[config.mk]
export PLATFORM = sky130hd
export DESIGN_NAME = bil_axis
export DESIGN_NICKNAME = d
export VERILOG_FILES = /design/src/rtl/core/bil_pkg.sv /design/src/rtl/core/bil_axis.sv
export SDC_FILE = /design/constraint.sdc
export NUM_CORES = 1
export LEC_CHECK = 0
export ABC_CLOCK_PERIOD_IN_PS = 16500
export BUFFER_PORTS_ARGS = -buffer_cell sky130_fd_sc_hd__buf_2
export CAP_MARGIN = 20
export CORE_ASPECT_RATIO = 0.9
export CORE_MARGIN = 1
export CORE_UTILIZATION = 65
export CTS_BUF_LIST = sky130_fd_sc_hd__clkbuf_16
export DETAILED_ROUTE_END_ITERATION = 7
export PLACE_DENSITY = 0.84
export REMOVE_ABC_BUFFERS = 1
export SLEW_MARGIN = 20
export SYNTH_ARGS = -nofsm -noshare
export SYNTH_HDL_FRONTEND = slang
export SYNTH_SLANG_ARGS = --single-unit
export TNS_END_PERCENT = 20
[constraint.sdc]
create_clock -name clock -period 16.5 [get_ports clock]
set_input_delay 0.825 -clock clock [delete_from_list [all_inputs] [get_ports clock]]
set_output_delay 0.825 -clock clock [all_outputs]
set_load 0.03 [all_outputs]
[src/rtl/core/bil_pkg.sv]
// bil_pkg: shared types, field widths and codes for the bilinear RGBA scaler.
// No dependencies; used by every file under rtl/core.
package bil_pkg;

   localparam int MAX_SRC_WIDTH_DEF  = 512;
   localparam int MAX_SRC_HEIGHT_DEF = 512;
   localparam int FRAC_BITS_DEF      = 16;

   localparam int COORD_W    = 12;
   localparam int SRC_DIM_W  = 10;
   localparam int DST_DIM_W  = 13;
   localparam int SIZE_W     = 13;
   localparam int STEP_W     = 26;
   localparam int CH_W       = 8;
   localparam int PIX_W      = 4 * CH_W;
   localparam int CSR_IDX_W  = 3;
   localparam int CSR_DATA_W = 26;

   localparam logic FUNC_STORE   = 1'b0;
   localparam logic FUNC_REQUEST = 1'b1;

   localparam logic [CSR_IDX_W-1:0] CSR_SRC_WIDTH  = 3'd0;
   localparam logic [CSR_IDX_W-1:0] CSR_SRC_HEIGHT = 3'd1;
   localparam logic [CSR_IDX_W-1:0] CSR_DST_WIDTH  = 3'd2;
   localparam logic [CSR_IDX_W-1:0] CSR_DST_HEIGHT = 3'd3;
   localparam logic [CSR_IDX_W-1:0] CSR_X_STEP     = 3'd4;
   localparam logic [CSR_IDX_W-1:0] CSR_Y_STEP     = 3'd5;

   typedef struct packed {
      logic              func;
      logic [COORD_W-1:0] col;
      logic [COORD_W-1:0] row;
      logic [CH_W-1:0]   red_in;
      logic [CH_W-1:0]   green_in;
      logic [CH_W-1:0]   blue_in;
      logic [CH_W-1:0]   alpha_in;
   } req_type;

   typedef struct packed {
      logic [CH_W-1:0] red_out;
      logic [CH_W-1:0] green_out;
      logic [CH_W-1:0] blue_out;
      logic [CH_W-1:0] alpha_out;
      logic            range_error;
   } rsp_type;

   // four neighbors, each packed R in [7:0] .. A in [31:24]
   typedef struct packed {
      logic [PIX_W-1:0] p00;
      logic [PIX_W-1:0] p10;
      logic [PIX_W-1:0] p01;
      logic [PIX_W-1:0] p11;
   } quad_type;

endpackage

[src/rtl/core/bil_axis.sv]
// bil_axis: two-stage source coordinate locator for one axis (multiply, then floor/clamp).
// Depends on bil_pkg.
module bil_axis #(
   parameter int MAX_SIZE  = bil_pkg::MAX_SRC_WIDTH_DEF,
   parameter int FRAC_BITS = bil_pkg::FRAC_BITS_DEF,
   parameter int IW        = 9
) (
   input  logic                            clock,
   input  logic                            en1,
   input  logic                            en2,
   input  logic [bil_pkg::COORD_W-1:0]     pos,
   input  logic [bil_pkg::STEP_W-1:0]      step,
   input  logic [bil_pkg::SIZE_W-1:0]      size,
   output logic [IW-1:0]                   i0,
   output logic [IW-1:0]                   i1,
   output logic [FRAC_BITS:0]              frac
);
   localparam int PW = bil_pkg::COORD_W + 1 + bil_pkg::STEP_W;
   localparam int HW = PW - 1;

   logic [PW-1:0]      prod_ff, prod_in;
   logic [HW-1:0]      half, s, ip, lim, lo;
   logic               neg, clamped;
   logic [IW-1:0]      i0_ff, i1_ff, i0_in, i1_in;
   logic [FRAC_BITS:0] frac_ff, frac_in;

   assign prod_in = PW'({pos, 1'b1}) * PW'(step);

   always_comb begin
      half    = prod_ff[PW-1:1];
      neg     = half < (HW'(1) << (FRAC_BITS - 1));
      s       = half - (HW'(1) << (FRAC_BITS - 1));
      ip      = s >> FRAC_BITS;
      lim     = HW'(size - bil_pkg::SIZE_W'(1));
      clamped = ip > lim;
      if (neg) begin
         lo      = '0;
         frac_in = '0;
      end else if (clamped) begin
         lo      = lim;
         frac_in = (FRAC_BITS+1)'(1) << FRAC_BITS;
      end else begin
         lo      = ip;
         frac_in = {1'b0, s[FRAC_BITS-1:0]};
      end
      i0_in = lo[IW-1:0];
      i1_in = (lo == lim) ? lim[IW-1:0] : IW'(lo + HW'(1));
   end

   always_ff @(posedge clock) begin
      if (en1) begin
         prod_ff <= prod_in;
      end
      if (en2) begin
         i0_ff   <= i0_in;
         i1_ff   <= i1_in;
         frac_ff <= frac_in;
      end
   end

   assign i0   = i0_ff;
   assign i1   = i1_ff;
   assign frac = frac_ff;
endmodule

# After elaboration in Yosys (flattened, before gate mapping)

Cells that the tools add are included.
Widths: inputs -> output; s select.

Flip-flop bits (word level): 74
Bits of input ports: 54
Output and inout port bits: 35

Add/sub/neg operators: 3
Multiply operators: 1
Order comparisons: 2
Eq/ne operators: 1
Multiplexer cells: 4
Reduce and logical (&&, ||, !) cells: 1

Operators by type and width:

| operator               | count |
|---|---|
| $mux 38                | 2 |
| $mul 13x26->39         | 1 |
| $eq 38x38->1           | 1 |
| $gt 22x38->1           | 1 |
| $lt 38x16->1 const B   | 1 |
| $sub 38x16->38 const B | 1 |
| $mux 17                | 1 |
| $sub 13x1->14 const B  | 1 |
| $add 9x1->9 const B    | 1 |
| $mux 9                 | 1 |
| $reduce_or 2->1        | 1 |

# Logic depth before layout (Yosys ltp)

Gate-level depths: netlist (run 1).

Word-level depth: 6
Depth in mapped cells: 22
Depth with buffers taken out: 21

# Worst setup path before layout (run 1)

Ideal clock, no wire load.

Kind: input to register
From: input port pos[5] (netlist bit)
To: register prod_ff[38] (data pin)
Library setup time: 0.261 ns
Arrival: 6.256 ns
Required time: 16.239 ns
Slack: 9.983 ns
Stages: 20
Buffers on the path: 2
Path through: clkbuf_1 clkbuf_1 nand2_1 fa_1 fa_1 inv_1 fa_1 fa_1 inv_1 fa_1 inv_1 ha_1 and3_1 a31o_2 a311oi_1 o211ai_1 a21oi_1 o21ai_1 o31a_1 a311o_1

Word-level cells in the longest chain between the ends: 1

RTL lines:

| item                   | RTL line       | text |
|---|---|---|
| start: declaration     | bil_axis.sv:11 | `input logic [bil_pkg::COORD_W-1:0] pos,` |
| $mul 13x26->39         | bil_axis.sv:27 | `assign prod_in = PW'({pos, 1'b1}) * PW'(step);` |
| net prod_in[38]        | bil_axis.sv:21 | `logic [PW-1:0] prod_ff, prod_in;` |
| end signal: assignment | bil_axis.sv:52 | `prod_ff <= prod_in;` |
| end: declaration       | bil_axis.sv:21 |  |

The timed path passes the listed nets, and every way through them passes these cells.
A chain may end at the register's enable or synchronous reset.

# Worst setup path after layout (run 1)

From: input port pos[8] (netlist bit)
To: register prod_ff[38] (data pin)

The elaborated chain is that of the path after synthesis.

==> results of run 1 <==
-- flip-flops by register name, summed over array words and instances (netlist names) --
| register | count |
|---|---|
| prod_ff | 38 |
| frac | 17 |
| i0 | 9 |
| i1 | 9 |
-- per-layer routing --
layer  vias up  track usage, %  routed length [µm]
met2       520            49.8               14900
met1      5343            40.4               13700
met5         -               0                   0
met4         0            7.02                 480
li1       4934               -                   -
met3        56            5.71                3030
-- worst paths after layout --
check / startpoint / cells past startpoint / end
min: prod_ff[14]$_DFFE_PP_ / 1 / frac[13]$_SDFFCE_PP0P_
max: pos[8] / 19 / prod_ff[38]$_DFFE_PP_
min reg2reg: prod_ff[14]$_DFFE_PP_ / 1 / frac[13]$_SDFFCE_PP0P_
max reg2reg: prod_ff[16]$_DFFE_PP_ / 20 / i1[8]$_DFFE_PP_
-- cells by family (layout without fill, tap and decap cells) --
kind of cell               Yosys count  in the layout  synth area share, %
and+or+nand+nor                    500            500                 17.5
buffers and inverters              388            430                 10.2
adders and majority gates          373            373                 45.4
AOI/OAI and AO/OA                  147            147                 6.91
DFF                                 73             73                 15.0
xor gates and xnor gates            68             68                 4.07
muxes                               14             14                0.957
-- power breakdown --
group          internal, µW  switching [µW]  leakage (µW)  total, µW
logic                  1220            1660       0.00675       2890
registers               428            44.0      0.000725        472
clock network           132            74.1      0.000155        206
-- per-stage QoR --
stage	instances	util (%)	hold WS (ns)	total power, µW
floorplan	1499	-	0.520	2690
global route	1896	70.9	0.564	3950
global placement	1880	69.4	0.535	3210
CTS	1896	70.9	0.553	3540
finish	1896	70.9	0.552	3570
detailed placement	1880	69.4	0.537	3310
-- cells in the final DEF (no fill, tap or decap), types with 5 or more instances in the layout --
master       n
a21o_1      15
buf_2       88
xor2_1      29
xnor2_1     39
nor4_1       7
inv_1      324
and3_1      20
edfxtp_1    73
clkbuf_16    9
a31o_2       5
nand4_1      5
o21ai_0     17
nor3_1      20
nand3_1     16
a21oi_1     48
fa_1       264
nor2_1      41
a211oi_1     9
ha_1       109
mux2i_1     14
and2_1     134
nand2_1    216
o21a_1       7
-- layout make-up --
class,count,area (µm²)
Sequential cell,73,2190
Timing Repair Buffer,90,455
Inverter,324,1220
Clock inverter,7,92.6
Tap cell,291,364
Multi-Input combinational cell,1102,11000
Fill cell,1606,6380
Clock buffer,9,225
-- worst max-delay path: stages --
cell and delay (ns):
buf_2 0.47, nand2_1 0.16, fa_1 0.57, inv_1 0.05, fa_1 0.46, fa_1 0.52
fa_1 0.55, inv_1 0.05, fa_1 0.52, inv_1 0.04, ha_1 0.33, and3_1 0.19
a31o_2 0.24, a311oi_1 0.51, o211ai_1 0.32, a21oi_1 0.26, o21ai_1 0.10, o31a_1 0.28
a311o_1 0.36
==> results.toml, run 1 <==
[status]
result_of_the_run = "finished clean"

[timing]
worst_slew_margin_rel_pct = 45.7
setup-tns-final_ns = 0
period_share_pct = 40.9
tightest_slew_ns = 0.815
setup_slack_ns = 9.75
setup_viol_count_final = 0
finalWorstPathRequiredPeriod_ns = 6.75
unrepaired_setup_endpoints_after_global_routing = "false"
hold_violations = 0
timing.final.max_slew_violations = 0
achievable-frequency_ghz = 0.148
fin_skew_ns = 0.00522

[final_layout]
fin_area_mm2 = 0.0155
insertedDiodeCount = 0
final_layout_size_suffix_gt1_share_pct = 8.29
layout.nets = 2027
synth_to_final_area_change_pct = 5.93

[synthesis]
synth-warning-count = 0
synth.area.top_cells = "fa_1 (36%), edfxtp_1 (15%), ha_1 (9.3%)"
synthesis.area_per_instance_um2 = 9.37
synth_top_cells_by_count = "inv_1 (323), fa_1 (264), nand2_1 (216)"
synth_top_area_cell = "fa_1"
asyncSetResetFlopFracSynth_pct = 0
top_count_cell_post_synth = "inv_1"
share_of_the_synthesized_area_in_the_top_cell_type_pct = 36.1
synth-seq-area-share_pct = 15.0
synth-main-ff-cell = "edfxtp_1"
synth_seq_cells = 73
synth_enable_flop_cells = 73
synth_cell_type_count = 74
synthesis.area_mm2 = 0.0146
netlist_instances = 1563

[floorplanning]
die_h_um = 144
die-area_mm2 = 0.0231
initial_core_util_pct = 66.9
core-area_mm2 = 0.0219
num_rows = 51
die_w_um = 160
boundaryPins = 89

[critical_path]
top_fanout_value_on_the_critical_path = 26
criticalPathCategory = "input pin to register"
crit_arrival_ns = 6.83
critPathRequiredTime_ns = 16.58
timing.reg2reg.setup_slack_ns = 11.08
start_kind = "input pin"
timing.critical_path.to_type = "register"

[routing]
count_of_unresolved_drc_violations_after_routing = 0
viasPerCell = 5.72
route.antenna.remaining_nets = 0
routedWlPerCell_um = 16.9
drt_pass1_iterations = 5
drt_wl_total_um = 32100
drt_iter0_markers = 778
total_vias_in_the_final_route = 10900

[placement]
detailedPlacementHpwl_um = 25500
final_estimated_routing_congestion_in_global_placement = 0.910
pre_cts_ws_ns = 9.48
io_buffers = 88
placed_area_mm2 = 0.0152

[clock_tree]
clock_tree_from_tritoncts = "yes"
htreeDepth = 3
clock-sinks = 73
cts.clk_slew.worst_paths_ns = 0.06
clockRootBuffer = "clkbuf_16"
postCtsHoldBufs = 0
clock_insertion_delay_worst_skew_ns = 0.34
cts_buffers = 9
cts.repair_timing.setup_buffer_count = 0
cts.path.max_buffers = 2
cts_resized = 0

[global_routing]
first_pass_grt_wire_length_um = 54800
number_of_global_route_vias_before_repair = 11400
number_of_antenna_violations_at_the_first_check_in_global_routing = 0
leftover_overflow_at_the_end_of_global_routing = 0
globalRouteTotalUtil_pct = 29.7
pin_count_of_the_biggest_net_entering_global_routing = 44

[power_and_ir_drop]
cellPowerDensity_mw_per_mm2 = 230
power.leakage_uw = 0.00763
max-vdd-ir-drop_v = 0.000183

[run]
max_cap_violations = 0

[hold_path]
hold_class = "register to register"
Power figures use the tool's default switching activity.
==> run 2, diff against run 1 <==
ABC_CLOCK_PERIOD_IN_PS = 6790   (was 16500)
CORE_UTILIZATION = 64   (was 65)
PLACE_DENSITY = 0.83   (was 0.84)
clock period = 6.79 ns   (was 16.5 ns; I/O delays follow)
==> run 2 against run 1 <==
Core utilization is 1.8 points lower. Clock skew is 0.00065 ns lower. Global-route usage is 0.67 points lower. Worst setup slack worse by 9.0 ns. First-iteration DRC count is 1.7% higher. Final area stayed put. Die area is 1.5% higher.
==> results.toml, run 2 (synthesized netlist as in run 1, its figures left out) <==
[routing]
drt_pass1_iterations = 5
route.antenna.remaining_nets = 0
routedWlPerCell_um = 16.8
total_vias_in_the_final_route = 10800
viasPerCell = 5.66
count_of_unresolved_drc_violations_after_routing = 0
drt_wl_total_um = 32000
drt_iter0_markers = 791

[status]
result_of_the_run = "finished clean"

[floorplanning]
die-area_mm2 = 0.0235
num_rows = 52
die_h_um = 145
core-area_mm2 = 0.0224
boundaryPins = 89
initial_core_util_pct = 65.2
die_w_um = 161

[clock_tree]
cts.clk_slew.worst_paths_ns = 0.06
clock_tree_from_tritoncts = "yes"
cts_buffers = 9
htreeDepth = 3
clock_insertion_delay_worst_skew_ns = 0.34
postCtsHoldBufs = 0
clock-sinks = 73
cts.repair_timing.setup_buffer_count = 0
cts.path.max_buffers = 2
cts_resized = 0
clockRootBuffer = "clkbuf_16"

[hold_path]
endpoint_worst_hold = "i1[0]$_DFFE_PP_"
worst_hold_path.num_cells = 2
worstHoldStart = "size[0]"
hold_class = "input pin to register"

[timing]
worst_slew_margin_rel_pct = 43.4
setup_viol_count_final = 0
final.hold.worst_slack_ns = 0.442
period_share_pct = 88.8
finalWorstPathRequiredPeriod_ns = 6.03
achievable-frequency_ghz = 0.166
setup-tns-final_ns = 0
hold_violations = 0
timing.final.max_slew_violations = 0
setup_slack_ns = 0.763
unrepaired_setup_endpoints_after_global_routing = "false"
tightest_slew_ns = 0.848
fin_skew_ns = 0.00456

[run]
max_cap_violations = 0

[final_layout]
mostFrequentLayoutCell = "inv_1"
layout.nets = 2029
most-common-layout-cells = "inv_1 (324), fa_1 (264), nand2_1 (216)"
synth_to_final_area_change_pct = 5.93
top_register = "prod_ff"
insertedDiodeCount = 0
largest_register_ffs = 38
final_layout_size_suffix_gt1_share_pct = 8.40

[placement]
pre_cts_ws_ns = 0.447
detailedPlacementHpwl_um = 26400
io_buffers = 88
final_estimated_routing_congestion_in_global_placement = 0.890

[critical_path]
top_fanout_value_on_the_critical_path = 26
reg2regPathDepth = 19
crit_arrival_ns = 6.11
timing.rr.end = "i1[8]$_DFFE_PP_"
critPathRequiredTime_ns = 6.87
criticalPathCategory = "input pin to register"
worstReg2RegStart = "prod_ff[16]$_DFFE_PP_"
timing.critical_path.to_type = "register"
timing.reg2reg.setup_slack_ns = 1.45
start_kind = "input pin"

[global_routing]
first_pass_grt_wire_length_um = 54500
leftover_overflow_at_the_end_of_global_routing = 0
number_of_global_route_vias_before_repair = 11400
number_of_antenna_violations_at_the_first_check_in_global_routing = 0
pin_count_of_the_biggest_net_entering_global_routing = 39
globalRouteTotalUtil_pct = 29.1
-- run 2: worst max path at each step --
stage                     startpoint  slack, ns  depth (start not counted)               endpoint
after global routing          pos[5]       0.29                         20  prod_ff[37]$_DFFE_PP_
final                         pos[8]       0.76                         20  prod_ff[37]$_DFFE_PP_
after detailed placement      pos[8]       0.45                         20  prod_ff[37]$_DFFE_PP_
after floorplan              step[1]       1.19                         17  prod_ff[38]$_DFFE_PP_
after CTS                     pos[8]       0.81                         20  prod_ff[37]$_DFFE_PP_
after global placement        pos[5]       0.62                         19  prod_ff[27]$_DFFE_PP_
-- run 2: per-layer routing --
metal	GRT usage [%]	part of all wire, %	up-vias
li1	-	-	4945
met4	5.85	1.3	0
met2	47.2	46	476
met3	5.98	8.7	47
met5	0	0	-
met1	40.8	44	5301
-- run 2: worst max-delay path: stages --
cell	delay (ns)
buf_2	0.40
nand2_1	0.15
fa_1	0.55
inv_1	0.05
fa_1	0.47
fa_1	0.52
fa_1	0.56
inv_1	0.07
fa_1	0.53
inv_1	0.04
ha_1	0.34
a21oi_1	0.24
o21ai_0	0.12
a2111oi_0	0.33
a21boi_1	0.19
o41ai_1	0.59
a21oi_1	0.14
a21oi_1	0.20
a21oi_1	0.11
xor2_1	0.15
-- run 2: per-stage QoR --
step,instance area [µm²],utilization [%],cells
finish,15500,69.1,1904
global route,15500,69.1,1904
CTS,15500,69.1,1904
detailed placement,15200,67.8,1888
global placement,15200,67.8,1888
floorplan,14400,-,1499
-- run 2: area by class of cell --
| class | instances | area [µm²] |
|---|---|---|
| Timing Repair Buffer | 92 | 470 |
| Tap cell | 297 | 372 |
| Inverter | 324 | 1220 |
| Clock buffer | 9 | 225 |
| Fill cell | 1710 | 6940 |
| Multi-Input combinational cell | 1102 | 11000 |
| Clock inverter | 7 | 70.1 |
| Sequential cell | 73 | 2190 |
Power of run 2 is not shown: default switching activity piles up to over one toggle a cycle in this logic, so the estimate is an artifact.
==> run 3, diff against run 2 <==
CORE_MARGIN = 3   (was 1)
==> run 3 against run 2 <==
Clock-buffer cell count stayed put. Maximum frequency is 0.90% lower. Die area is 5.3% higher. Highest routed layer unchanged. Core utilization is 1.0 points higher.
==> results.toml, run 3 (synthesized netlist as in run 1, its figures left out) <==
[status]
result_of_the_run = "finished clean"

[clock_tree]
postCtsHoldBufs = 0
cts.path.max_buffers = 2
clock_tree_from_tritoncts = "yes"
clock_insertion_delay_worst_skew_ns = 0.34
clockRootBuffer = "clkbuf_16"
cts.repair_timing.setup_buffer_count = 0
cts.clk_slew.worst_paths_ns = 0.06
clock-sinks = 73
cts_buffers = 9
htreeDepth = 3
cts_resized = 0

[timing]
finalWorstPathRequiredPeriod_ns = 6.08
period_share_pct = 89.6
achievable-frequency_ghz = 0.164
fin_skew_ns = 0.00474
unrepaired_setup_endpoints_after_global_routing = "false"
tightest_slew_ns = 0.806
setup-tns-final_ns = 0
final.hold.worst_slack_ns = 0.422
timing.final.max_slew_violations = 0
worst_slew_margin_rel_pct = 46.3
hold_violations = 0
setup_viol_count_final = 0

[routing]
routedWlPerCell_um = 16.7
route.antenna.remaining_nets = 0
count_of_unresolved_drc_violations_after_routing = 0
drt_iter0_markers = 834
drt_wl_total_um = 31700
drt_pass1_iterations = 5
viasPerCell = 5.65
total_vias_in_the_final_route = 10700

[critical_path]
cp_num_buf_inv = 5
crit_arrival_ns = 6.16
critPathRequiredTime_ns = 6.87
timing.critical_path.to_type = "register"
critPathMaxStageDelay_ns = 0.57
top_fanout_value_on_the_critical_path = 26
cp_cell_sequence = "buf_2 -> nand2_1 -> fa_1 -> inv_1 -> fa_1 -> fa_1 -> fa_1 -> inv_1 -> fa_1 -> inv_1 -> ha_1 -> and3_1 -> a31o_2 -> a311oi_1 -> buf_4 -> o211ai_1 -> a21oi_1 -> o21ai_1 -> o31a_1 -> a311o_1"
start_kind = "input pin"
criticalPathCategory = "input pin to register"
cpMostUsedCell = "fa_1"
critical_path.slowest_cell = "fa_1"
crit_family = "adder cells"

[final_layout]
largest_register_ffs = 38
insertedDiodeCount = 0
top_register = "prod_ff"
layout.area.seq_mm2 = 0.00219
most-common-layout-cells = "inv_1 (323), fa_1 (264), nand2_1 (216)"
layout.nets = 2029
final_layout_size_suffix_gt1_share_pct = 8.46
multi_input_area_mm2 = 0.0110
fill_cells = 1653
synth_to_final_area_change_pct = 5.77
mostFrequentLayoutCell = "inv_1"

[power_and_ir_drop]
max-vdd-ir-drop_v = 0.000473
power.leakage_uw = 0.00761
power.total_uw = 8570
cellPowerDensity_mw_per_mm2 = 554

[floorplanning]
die-area_mm2 = 0.0247
die_h_um = 149
die_w_um = 165
num_rows = 51
boundaryPins = 89
initial_core_util_pct = 66.3
core-area_mm2 = 0.0221

[placement]
detailedPlacementHpwl_um = 26100
io_buffers = 88
final_estimated_routing_congestion_in_global_placement = 0.898

[run]
max_cap_violations = 0

[global_routing]
leftover_overflow_at_the_end_of_global_routing = 0
globalRouteTotalUtil_pct = 27.7
number_of_antenna_violations_at_the_first_check_in_global_routing = 0
first_pass_grt_wire_length_um = 54800
number_of_global_route_vias_before_repair = 11300
pin_count_of_the_biggest_net_entering_global_routing = 44

[hold_path]
hold_class = "input pin to register"
run 3: cell count changes in the layout (fill, tap and decap cells not counted), sizes merged:
cell,delta
clkinvlp,+2
clkinv,-1
bufinv,-1
run 3: worst register-to-register path: cells and delay by family, from the launching register on:
kind,cells,cell delay [ns]
muxes,1,0.09
AOI/OAI and AO/OA,7,1.64
adders and majority gates,3,0.80
buffers and inverters,2,0.49
xor gates and xnor gates,2,0.54
and+or+nand+nor,5,1.10
DFF,1,0.45
run 3: worst paths after layout:
check	from	to	slack [ns]	depth (start not counted)
worst min-delay path	size[0]	i1[0]$_DFFE_PP_	0.42	2
worst max register to register	prod_ff[16]$_DFFE_PP_	i1[8]$_DFFE_PP_	1.41	20
worst max-delay path	pos[8]	prod_ff[38]$_DFFE_PP_	0.71	20
worst min register to register	prod_ff[3]$_DFFE_PP_	frac[2]$_SDFFCE_PP0P_	0.55	1
run 3: layout make-up:
type	instances	share of cell area (%)
tap	291	2.35
clock inverter	7	0.347
clock buffer	9	1.45
inverter	324	7.85
sequential	73	14.2
timing repair buffer	92	3.04
multi-input combinational	1102	70.8
run 3: power by group:
group | internal [µW] | switching (µW) | total (µW)
Combinational | 2970 | 4030 | 7000
Clock | 249 | 182 | 431
Sequential | 1040 | 106 | 1150
run 3: metrics by stage:
step / instance area [µm²] / util, % / setup WS [ns] / std cells
after detailed placement: 15200 / 68.9 / 0.488 / 1882
final: 15500 / 70.1 / 0.709 / 1898
after CTS: 15500 / 70.1 / 0.835 / 1898
after global routing: 15500 / 70.1 / 0.506 / 1898
after global placement: 15200 / 68.9 / 0.649 / 1882
after floorplan: 14400 / - / 1.19 / 1499
run 3: metal layers:
| metal | vias up | wire length (µm) | share of wire [%] | global-route usage (%) |
|---|---|---|---|---|
| met5 | - | 0 | 0 | 0 |
| met4 | 0 | 307 | 0.97 | 4.37 |
| met3 | 31 | 2890 | 9.1 | 7.31 |
| met2 | 417 | 14600 | 46 | 44.1 |
| met1 | 5339 | 13900 | 44 | 39.4 |
| li1 | 4933 | - | - | - |
